$ cat config.mk
export PLATFORM = sky130hd
export DESIGN_NAME = unsorted_array_min_priority_queue_core
export DESIGN_NICKNAME = d
export VERILOG_FILES = /design/src/rtl/upq_pkg.sv /design/src/rtl/upq_ram.sv /design/src/rtl/unsorted_array_min_priority_queue_core.sv
export SDC_FILE = /design/constraint.sdc
export NUM_CORES = 2
export LEC_CHECK = 0
export ABC_AREA = 1
export BUFFER_PORTS_ARGS = -buffer_cell sky130_fd_sc_hd__buf_2
export CAP_MARGIN = 15
export CORE_MARGIN = 1
export CORE_UTILIZATION = 53
export CTS_BUF_LIST = sky130_fd_sc_hd__clkbuf_16
export CTS_CLUSTER_DIAMETER = 50
export DETAILED_ROUTE_END_ITERATION = 8
export HOLD_SLACK_MARGIN = 0.1
export MAX_ROUTING_LAYER = met4
export PLACE_DENSITY = 0.69
export RECOVER_POWER = 100
export SKIP_LAST_GASP = 1
export SYNTH_ARGS = -nofsm -noshare
export SYNTH_HDL_FRONTEND = slang
export SYNTH_SLANG_ARGS = --single-unit
$ cat constraint.sdc
create_clock -name i_clk -period 8.75 [get_ports i_clk]
set_input_delay 0.875 -clock i_clk [delete_from_list [all_inputs] [get_ports i_clk]]
set_output_delay 0.875 -clock i_clk [all_outputs]
set_load 0.02 [all_outputs]
$ cat src/rtl/upq_pkg.sv
// Shared types, codes and defaults for the unsorted-array min priority queue.
// No dependencies; imported by the queue core.
package upq_pkg;

    localparam int unsigned DEPTH_DEF    = 64;
    localparam int unsigned TAG_BITS_DEF = 32;

    localparam int unsigned TAG_PORT_W = 32;
    localparam int unsigned PRIO_W     = 32;
    localparam int unsigned REQ_W      = 3;
    localparam int unsigned STATUS_W   = 3;
    localparam int unsigned COUNT_W    = 7;

    typedef enum logic [REQ_W-1:0] {
        REQ_ENQ  = 3'd0,
        REQ_DEQ  = 3'd1,
        REQ_CHG  = 3'd2,
        REQ_PEEK = 3'd3,
        REQ_CLR  = 3'd4
    } t_req;

    typedef enum logic [STATUS_W-1:0] {
        ST_OK        = 3'd0,
        ST_EMPTY     = 3'd1,
        ST_NOT_FOUND = 3'd2,
        ST_NOT_LOWER = 3'd3,
        ST_FULL      = 3'd4
    } t_status;

    // a is more urgent than b: lower priority, then smaller tag
    function automatic logic more_urgent(
        input logic signed [PRIO_W-1:0]     prio_a,
        input logic        [TAG_PORT_W-1:0] tag_a,
        input logic signed [PRIO_W-1:0]     prio_b,
        input logic        [TAG_PORT_W-1:0] tag_b
    );
        logic res;
        if (prio_a != prio_b) begin
            res = (prio_a < prio_b);
        end else begin
            res = (tag_a < tag_b);
        end
        return res;
    endfunction

endpackage

$ cat src/rtl/upq_ram.sv
// Generic single-port-write, single-port-read RAM with registered read data.
// No dependencies.
module upq_ram #(
    parameter int unsigned WIDTH = 64,
    parameter int unsigned DEPTH = 64
) (
    input  logic                     i_clk,
    input  logic                     i_we,
    input  logic [$clog2(DEPTH)-1:0] i_waddr,
    input  logic [WIDTH-1:0]         i_wdata,
    input  logic                     i_re,
    input  logic [$clog2(DEPTH)-1:0] i_raddr,
    output logic [WIDTH-1:0]         o_rdata
);

    logic [WIDTH-1:0] r_mem [DEPTH];
    logic [WIDTH-1:0] r_rdata;

    always_ff @(posedge i_clk) begin
        if (i_we) begin
            r_mem[i_waddr] <= i_wdata;
        end
        if (i_re) begin
            r_rdata <= r_mem[i_raddr];
        end
    end

    assign o_rdata = r_rdata;

endmodule

$ cat src/rtl/unsorted_array_min_priority_queue_core.sv
// Top level of the unsorted-array min priority queue.
// Depends on upq_pkg and the upq_ram storage instance.
//
// Keeps up to DEPTH (tag, priority) entries in insertion order in one RAM
// with registered read data. One transaction in gives exactly one transaction
// out, carrying the found tag/priority (dequeue and peek only), a status and
// the entry count after the request. Requests are handled one at a time;
// the result sits in an output register, so the next request is accepted
// while an earlier result still waits on o_out_valid/i_out_stall.
// Work per request, from acceptance to result load, with N entries:
// enqueue, clear, or an unused code: dispatch, then done. Peek: a scan of
// all N entries for the minimum. Dequeue: the minimum scan plus the shift that
// closes the gap behind the removed entry at position k, moving the N - 1 - k
// entries above it down one (none when the removed entry is the last one).
// Change priority: a scan up to the first matching tag, or over all N
// entries when none matches.
// The single RAM read port sets the pace: one entry is read per cycle, and
// the dequeue shift writes entry i+1's data into entry i while reading i+2.
// No clearing pass is needed after reset: only entries below the count
// are ever read, and each was written first.

module unsorted_array_min_priority_queue_core
    import upq_pkg::*;
#(
    parameter int unsigned DEPTH    = DEPTH_DEF,
    parameter int unsigned TAG_BITS = TAG_BITS_DEF
) (
    input  logic                         i_clk,
    input  logic                         i_rst_n,
    // request channel
    input  logic                         i_in_valid,
    output logic                         o_in_stall,
    input  logic [REQ_W-1:0]             i_req_type,
    input  logic [TAG_PORT_W-1:0]        i_item_tag,
    input  logic signed [PRIO_W-1:0]     i_item_priority,
    // result channel
    output logic                         o_out_valid,
    input  logic                         i_out_stall,
    output logic [TAG_PORT_W-1:0]        o_out_tag,
    output logic signed [PRIO_W-1:0]     o_out_priority,
    output logic [STATUS_W-1:0]          o_status,
    output logic [COUNT_W-1:0]           o_entry_count
);

    localparam int unsigned AW    = $clog2(DEPTH);
    localparam int unsigned CNT_W = $clog2(DEPTH + 1);
    localparam int unsigned DW    = TAG_BITS + PRIO_W;

    typedef enum logic [2:0] {
        S_IDLE,
        S_DISPATCH,
        S_SCAN,
        S_SHIFT,
        S_DONE
    } t_state;

    t_state                    r_state;
    logic [REQ_W-1:0]          r_req;
    logic [TAG_BITS-1:0]       r_tag;
    logic signed [PRIO_W-1:0]  r_prio;
    logic [CNT_W-1:0]          r_count;

    // scan / shift pointers: r_rd_idx is the next read, r_pend_idx the
    // entry whose data is on the RAM output this cycle
    logic [CNT_W-1:0]          r_rd_idx;
    logic [CNT_W-1:0]          r_pend_idx;
    logic                      r_pend;

    // running minimum
    logic [TAG_BITS-1:0]       r_best_tag;
    logic signed [PRIO_W-1:0]  r_best_prio;
    logic [CNT_W-1:0]          r_best_idx;

    // result held until the output register frees up
    logic [TAG_PORT_W-1:0]     r_res_tag;
    logic signed [PRIO_W-1:0]  r_res_prio;
    t_status                   r_res_status;

    // output register
    logic                      r_out_valid;
    logic [TAG_PORT_W-1:0]     r_out_tag;
    logic signed [PRIO_W-1:0]  r_out_prio;
    logic [STATUS_W-1:0]       r_out_status;
    logic [COUNT_W-1:0]        r_out_count;

    // RAM ports
    logic                      mem_we;
    logic [AW-1:0]             mem_waddr;
    logic [DW-1:0]             mem_wdata;
    logic                      mem_re;
    logic [AW-1:0]             mem_raddr;
    logic [DW-1:0]             mem_rdata;

    logic [TAG_BITS-1:0]       d_tag;
    logic signed [PRIO_W-1:0]  d_prio;
    logic                      scan_last;
    logic                      tag_hit;
    logic                      cand_better;
    logic [TAG_BITS-1:0]       sel_tag;
    logic signed [PRIO_W-1:0]  sel_prio;
    logic [CNT_W-1:0]          sel_idx;
    logic [CNT_W-1:0]          pend_prev;
    logic                      out_free;

    upq_ram #(
        .WIDTH (DW),
        .DEPTH (DEPTH)
    ) u_store (
        .i_clk   (i_clk),
        .i_we    (mem_we),
        .i_waddr (mem_waddr),
        .i_wdata (mem_wdata),
        .i_re    (mem_re),
        .i_raddr (mem_raddr),
        .o_rdata (mem_rdata)
    );

    assign d_tag  = mem_rdata[DW-1:PRIO_W];
    assign d_prio = signed'(mem_rdata[PRIO_W-1:0]);

    assign scan_last = r_pend && (r_pend_idx == (r_count - CNT_W'(1)));
    assign tag_hit   = (d_tag == r_tag);

    // first entry seeds the minimum; strict compare keeps the earlier on a tie
    assign cand_better = (r_pend_idx == '0) ||
                         more_urgent(d_prio, TAG_PORT_W'(d_tag),
                                     r_best_prio, TAG_PORT_W'(r_best_tag));
    assign sel_tag  = cand_better ? d_tag      : r_best_tag;
    assign sel_prio = cand_better ? d_prio     : r_best_prio;
    assign sel_idx  = cand_better ? r_pend_idx : r_best_idx;

    assign pend_prev = r_pend_idx - CNT_W'(1);
    assign out_free  = !r_out_valid || !i_out_stall;

    // RAM access: one read per cycle while walking, writes from enqueue,
    // a successful priority change, or the gap-closing shift
    always_comb begin
        mem_re    = ((r_state == S_SCAN) || (r_state == S_SHIFT)) && (r_rd_idx < r_count);
        mem_raddr = r_rd_idx[AW-1:0];
        mem_we    = 1'b0;
        mem_waddr = r_count[AW-1:0];
        mem_wdata = {r_tag, r_prio};
        if ((r_state == S_DISPATCH) && (r_req == REQ_ENQ) && (r_count != CNT_W'(DEPTH))) begin
            mem_we = 1'b1;
        end else if ((r_state == S_SCAN) && (r_req == REQ_CHG) && r_pend && tag_hit
                     && (r_prio < d_prio)) begin
            mem_we    = 1'b1;
            mem_waddr = r_pend_idx[AW-1:0];
            mem_wdata = {d_tag, r_prio};
        end else if ((r_state == S_SHIFT) && r_pend) begin
            mem_we    = 1'b1;
            mem_waddr = pend_prev[AW-1:0];
            mem_wdata = mem_rdata;
        end
    end

    always_ff @(posedge i_clk) begin
        if (!i_rst_n) begin
            r_state     <= S_IDLE;
            r_count     <= '0;
            r_pend      <= 1'b0;
            r_out_valid <= 1'b0;
        end else begin
            if (r_out_valid && !i_out_stall) begin
                r_out_valid <= 1'b0;
            end

            unique case (r_state)
                S_IDLE: begin
                    if (i_in_valid) begin
                        r_req   <= i_req_type;
                        r_tag   <= i_item_tag[TAG_BITS-1:0];
                        r_prio  <= i_item_priority;
                        r_state <= S_DISPATCH;
                    end
                end

                S_DISPATCH: begin
                    r_res_tag    <= '0;
                    r_res_prio   <= '0;
                    r_res_status <= ST_OK;
                    r_rd_idx     <= '0;
                    r_pend       <= 1'b0;
                    r_state      <= S_DONE;
                    unique case (r_req) inside
                        REQ_ENQ: begin
                            if (r_count == CNT_W'(DEPTH)) begin
                                r_res_status <= ST_FULL;
                            end else begin
                                r_count <= r_count + CNT_W'(1);
                            end
                        end
                        REQ_DEQ, REQ_PEEK: begin
                            if (r_count == '0) begin
                                r_res_status <= ST_EMPTY;
                            end else begin
                                r_state <= S_SCAN;
                            end
                        end
                        REQ_CHG: begin
                            if (r_count == '0) begin
                                r_res_status <= ST_NOT_FOUND;
                            end else begin
                                r_state <= S_SCAN;
                            end
                        end
                        REQ_CLR: begin
                            r_count <= '0;
                        end
                        default: begin
                            // unused codes: no change, status ok
                        end
                    endcase
                end

                S_SCAN: begin
                    r_pend     <= mem_re;
                    r_pend_idx <= r_rd_idx;
                    if (mem_re) begin
                        r_rd_idx <= r_rd_idx + CNT_W'(1);
                    end
                    if (r_pend) begin
                        if (r_req == REQ_CHG) begin
                            if (tag_hit) begin
                                r_res_status <= (r_prio < d_prio) ? ST_OK : ST_NOT_LOWER;
                                r_state      <= S_DONE;
                            end else if (scan_last) begin
                                r_res_status <= ST_NOT_FOUND;
                                r_state      <= S_DONE;
                            end
                        end else begin
                            r_best_tag  <= sel_tag;
                            r_best_prio <= sel_prio;
                            r_best_idx  <= sel_idx;
                            if (scan_last) begin
                                r_res_tag  <= TAG_PORT_W'(sel_tag);
                                r_res_prio <= sel_prio;
                                if (r_req == REQ_PEEK) begin
                                    r_state <= S_DONE;
                                end else begin
                                    // close the gap: move entries above the minimum down one
                                    r_rd_idx <= sel_idx + CNT_W'(1);
                                    r_pend   <= 1'b0;
                                    r_state  <= S_SHIFT;
                                end
                            end
                        end
                    end
                end

                S_SHIFT: begin
                    r_pend     <= mem_re;
                    r_pend_idx <= r_rd_idx;
                    if (mem_re) begin
                        r_rd_idx <= r_rd_idx + CNT_W'(1);
                    end
                    if (!mem_re && !r_pend) begin
                        r_count <= r_count - CNT_W'(1);
                        r_state <= S_DONE;
                    end
                end

                S_DONE: begin
                    if (out_free) begin
                        r_out_valid  <= 1'b1;
                        r_out_tag    <= r_res_tag;
                        r_out_prio   <= r_res_prio;
                        r_out_status <= r_res_status;
                        r_out_count  <= COUNT_W'(r_count);
                        r_state      <= S_IDLE;
                    end
                end

                default: begin
                    r_state <= S_IDLE;
                end
            endcase
        end
    end

    assign o_in_stall     = (r_state != S_IDLE);
    assign o_out_valid    = r_out_valid;
    assign o_out_tag      = r_out_tag;
    assign o_out_priority = r_out_prio;
    assign o_status       = r_out_status;
    assign o_entry_count  = r_out_count;

`ifndef SYNTH
    // the fill count never runs past the store
    a_count_bound: assert property (@(posedge i_clk) disable iff (!i_rst_n)
        r_count <= CNT_W'(DEPTH))
        else $error("entry count exceeds depth");

    // only an enqueue writes at or beyond the current count
    a_write_in_range: assert property (@(posedge i_clk) disable iff (!i_rst_n)
        mem_we && (r_state != S_DISPATCH) |-> CNT_W'(mem_waddr) < r_count)
        else $error("store write outside the live entries");

    // a new result is only loaded out of the finishing state
    a_result_source: assert property (@(posedge i_clk) disable iff (!i_rst_n)
        !$past(r_out_valid && i_out_stall) && r_out_valid |-> $past(r_state) == S_DONE)
        else $error("result appeared without a finished request");

    // an empty report always goes out with a zero count
    a_empty_count: assert property (@(posedge i_clk) disable iff (!i_rst_n)
        r_out_valid && (r_out_status == ST_EMPTY) |-> r_out_count == '0)
        else $error("empty status with nonzero count");
`endif

endmodule

==> reports/results.md <==
| Parameter | Value | Unit |
|---|---|---|
| Adder-cell share of the synthesized area | 0.750 | % |
| Number of global-route vias before repair | 108,000 | - |
| Share of power burned in combinational logic | 22.6 | % |
| Worst r2r src | r_state[0]$_SDFFE_PN0P_ | - |
| Worst Setup End Kind | flip-flop | - |
| Launching instance or port of the critical path | r_state[0]$_SDFFE_PN0P_ | - |
| Signal arrival time at the worst endpoint | 7.90 | ns |
| Post-Syn Nets | 12,600 | - |
| Clock Power Share | 33.6 | % |
| Length of the first detailed-routing pass in iterations | 7 | - |
| Summed instance area of the synthesized netlist | 0.177 | mm² |
| Sum of negative setup slack | 0 | ns |
| Kind of start point of the critical path | flip-flop | - |
| Flop pwr share | 43.8 | % |
| Most frequent cells in the layout | edfxtp_1, nor2_1, o21ai_0 | - |
| Wire length of the first global-routing pass | 780,000 | µm |
| Grt total ovfl | 0 | - |
| Via count | 114,000 | - |
| Max frequency | 136 | MHz |
| Cell-internal power | 0.0384 | W |
| Dominant combinational cell family by area after synthesis | compound AO/OA/AOI/OAI gates | - |
| Detail Route Antenna Nets | 0 | - |
| Area share of and/or/nand/nor cells after synthesis | 7.72 | % |
| Level count of the clock H-tree | 5 | - |
| R2R setup slack | 1.38 | ns |
| Post-route setup slack | 1.38 | ns |
| Skew-Pair Late Insertion Delay | 1.00 | ns |
| Length in cells of the worst reg-to-reg path | 9 | - |
| Largest incremental delay on the critical path | 2.05 | ns |
| Starting utilization of the core area | 53.4 | % |
| Number of flops mapped to enable cells by yosys | 4,453 | - |
| Count of yosys warnings during synthesis | 0 | - |
| Total power per unit cell area | 286 | mW/mm² |
| Endpoints failing hold | 0 | - |
| Ratio of final minimum period to clock period | 84.2 | % |
| Max-slew violation count | 5,506 | - |
| DP Cell Count | 16,400 | - |
| Count of nets after finishing | 12,700 | - |
| Endpoint of the most critical register-to-register path | u_store.r_mem[49][6]$_DFFE_PP_ | - |
| Number of placed I/O pins | 147 | - |
| Setup repair after global routing missed its margin | no | - |
| Fill cell instance count of the final layout | 24,900 | - |
| Register clock-pin slew on the reported worst setup and hold paths | 0.06 | ns |
| Worst-path cell with the longest stage delay | o21ai_0 | - |
| Path type of the worst min-delay path | input port to flip-flop | - |
| Number of buffers added by the clock tree synthesis step | 449 | - |
| Count of final setup violators | 0 | - |
| Crit path time final | 7.37 | ns |
| Static Leak | 64.4 | nW |
| Post-Place Worst Slack | 2.95 | ns |
| Hold path depth | 3 | - |
| Post-synth top flop | edfxtp_1 | - |
| Floorplan core area | 0.331 | mm² |
| Synthesized-area fraction occupied by ao, oa, aoi and oai cells | 10.8 | % |
| DR vias/cell | 6.59 | - |
| HPWL after DPL | 317,000 | µm |
| Worst setup path endpoint | u_store.r_mem[49][6]$_DFFE_PP_ | - |
| Share of synthesized registers carrying an async set or reset | 0 | % |
| Number of instances in the synthesized netlist | 12,400 | - |
| Number of distinct library cell variants in the gate-level netlist after synthesis | 48 | - |
| Critical Path Fanout Max | 63 | - |
| Fin Clk Skew | 0.0523 | ns |
| P_sw | 0.0182 | W |
| CTS tree | built | - |
| Sequential share of the synthesized area | 75.8 | % |
| Post-synthesis share of cell area spent on xor and xnor gates | 0.164 | % |
| Final non-filler cell total | 17,300 | - |
| Leading cell type in the layout, fill and taps excluded | edfxtp_1 | - |
| Number of antenna violations at the first check in global routing | 62 | - |
| Critical Setup Path Class | flip-flop to flip-flop | - |
| All-layer global routing usage | 33.6 | % |
| Pin count of the biggest net entering global routing | 176 | - |
| Cells traversed along the worst timing path | inv_1 -> nor3_1 -> inv_1 -> nor2_4 -> clkbuf_1 -> inv_8 -> buf_4 -> o21ai_0 -> clkbuf_2 | - |
| Cell occurring most often along the worst timing path | inv_1 | - |
| Mean routed wirelength per cell | 32.1 | µm |
| Slew of the pin with the lowest slew margin | 4.24 | ns |
| Share of final-layout standard cells stronger than drive strength 1 | 7.80 | % |
| Layout Utilization | 59.7 | % |
| Row Count | 211 | - |
| Peak ir drop on the vdd network | 0.227 | mV |
| Synthesized area divided by synthesized cell count | 14.2 | µm² |
| Number of buffer cells added on primary ports | 146 | - |
| DRC viols | 0 | - |
| Failing checks | capacitance limit, slew limit | - |
| Height of the chip | 579 | µm |
| Max-slew headroom | -183 | % |
| Proportion of synthesized area in mux cells | 2.31 | % |
| Status | finished, violations left | - |
| Area Growth Syn to Fin | 11.9 | % |
| Number of synthesized register bits | 4,465 | - |
| Cell at the root of the clock tree | clkbuf_16 | - |
| Die outline area | 0.336 | mm² |
| Global placer's final weighted congestion | 0.912 | - |
| DIE WIDTH | 579 | µm |
| PostCTS Resize Cnt | 0 | - |
| Final routed wirelength across all metal layers | 556,000 | µm |
| Required @ worst endpoint | 9.29 | ns |
| TritonCTS sink count | 4,465 | - |
| Net Sw Frac | 32.1 | % |
| Drt initial violations | 17,600 | - |
| Max cap viols | 107 | - |
| Number of buffers between clock root and the deepest sink | 4 | - |
Yosys cell counts, types with 6 or more instances:
master / number / area share (%)
o221ai_1: 409 / 2.0
inv_1: 268 / 0.57
o31ai_1: 6 / 0.025
or2_2: 13 / 0.046
o21ai_0: 1124 / 3.2
xor2_1: 13 / 0.064
nand3_2: 9 / 0.051
buf_1: 44 / 0.093
o32ai_1: 618 / 3.1
clkbuf_1: 711 / 1.5
nand2_1: 657 / 1.4
nor3_1: 14 / 0.040
xnor2_1: 20 / 0.099
nand4_1: 26 / 0.092
nand3_1: 334 / 0.95
a221o_1: 40 / 0.23
buf_2: 105 / 0.30
mux2i_1: 408 / 2.3
o21a_1: 7 / 0.030
dfxtp_1: 12 / 0.14
a211oi_1: 68 / 0.29
edfxtp_1: 4453 / 76
ha_1: 106 / 0.75
a31oi_1: 107 / 0.38
a21oi_1: 302 / 0.86
o211ai_1: 109 / 0.46
a32o_1: 22 / 0.12
nor2_1: 2379 / 5.1
worst max-delay path, delay by kind of cell (launching register included):
family                 cells  cell delay [ns]
and+or+nand+nor            2             0.85
DFF                        1             0.37
buffers and inverters      6             3.47
AOI/OAI and AO/OA          1             2.05
worst min path at each step:
stage	startpoint	endpoint	slack, ns
floorplan	r_res_prio[0]$_SDFFCE_PN0P_	o_out_priority[0]$_DFFE_PP_	0.40
finish	i_out_stall	o_out_valid$_SDFF_PN0_	0.21
global placement	r_res_prio[15]$_SDFFCE_PN0P_	o_out_priority[15]$_DFFE_PP_	0.40
detailed placement	r_res_prio[15]$_SDFFCE_PN0P_	o_out_priority[15]$_DFFE_PP_	0.40
global route	i_item_priority[15]	r_prio[15]$_DFFE_PP_	0.23
CTS	i_item_priority[15]	r_prio[15]$_DFFE_PP_	0.10
cells by family (layout without fill, tap and decap cells):
| group | Yosys count | in the layout |
|---|---|---|
| other | 0 | 67 |
| XOR/XNOR | 33 | 33 |
| buffers and inverters | 1139 | 1599 |
| adder cells (fa/ha/maj) | 106 | 106 |
| AND/OR/NAND/NOR | 3453 | 3453 |
| multiplexers | 408 | 408 |
| flip-flops | 4465 | 4465 |
| AO/OA/AOI/OAI | 2834 | 2834 |
per-stage QoR:
step | area (µm²) | hold slack, ns | total power, W
6_report | 198000 | 0.206 | 0.0566
2_1_floorplan | 177000 | 0.400 | 0.0323
3_3_place_gp | 184000 | 0.402 | 0.0374
3_5_place_dp | 184000 | 0.405 | 0.0376
4_1_cts | 199000 | 0.104 | 0.0564
5_1_grt | 198000 | 0.230 | 0.0581
flip-flops by register name (all words and copies together) (netlist names):
| signal | flops |
|---|---|
| r_tag | 32 |
| r_req | 3 |
| r_res_status | 3 |
| r_prio | 32 |
| r_pend | 1 |
| r_state | 3 |
| o_out_tag | 32 |
| r_best_prio | 32 |
| u_store.o_rdata | 64 |
| r_best_idx | 7 |
| r_res_prio | 32 |
| o_status | 3 |
| o_entry_count | 7 |
| r_res_tag | 32 |
| o_out_priority | 32 |
| o_out_valid | 1 |
| r_rd_idx | 7 |
| r_best_tag | 32 |
| r_pend_idx | 7 |
| u_store.r_mem | 4096 |
| r_count | 7 |
final cells by class:
class | instances | area [µm²] | share of cell area, %
clock inverters | 369 | 3190 | 1.61
multi-input cells | 6834 | 38800 | 19.6
flip-flops and latches | 4465 | 134000 | 67.8
diodes | 67 | 168 | 0.0848
repair buffers | 499 | 3630 | 1.84
well taps | 4366 | 5460 | 2.76
inverters | 276 | 1080 | 0.547
clock buffers | 455 | 11400 | 5.76
timing repair:
item                      CTS  global route
hold buffers               61             0
buffers inserted            0             0
hold endpoints to repair   61             0
per-layer routing:
| layer | vias up | routed length, µm | track usage, % |
|---|---|---|---|
| met5 | - | 0 | - |
| met4 | 0 | 35400 | 18.1 |
| met3 | 1264 | 65300 | 6.63 |
| met2 | 7683 | 251000 | 50.2 |
| met1 | 57500 | 204000 | 43.6 |
| li1 | 47800 | - | - |
power groups by stage:
stage / clock network (W) / logic, W / registers, W
CTS: 0.0191 / 0.0126 / 0.0247
global route: 0.0199 / 0.0133 / 0.0248
detailed placement: 0 / 0.0125 / 0.0251
finish: 0.0190 / 0.0128 / 0.0248
floorplan: 0 / 0.00709 / 0.0252
global placement: 0 / 0.0123 / 0.0251
No activity file was read; power rests on OpenSTA's default activity.
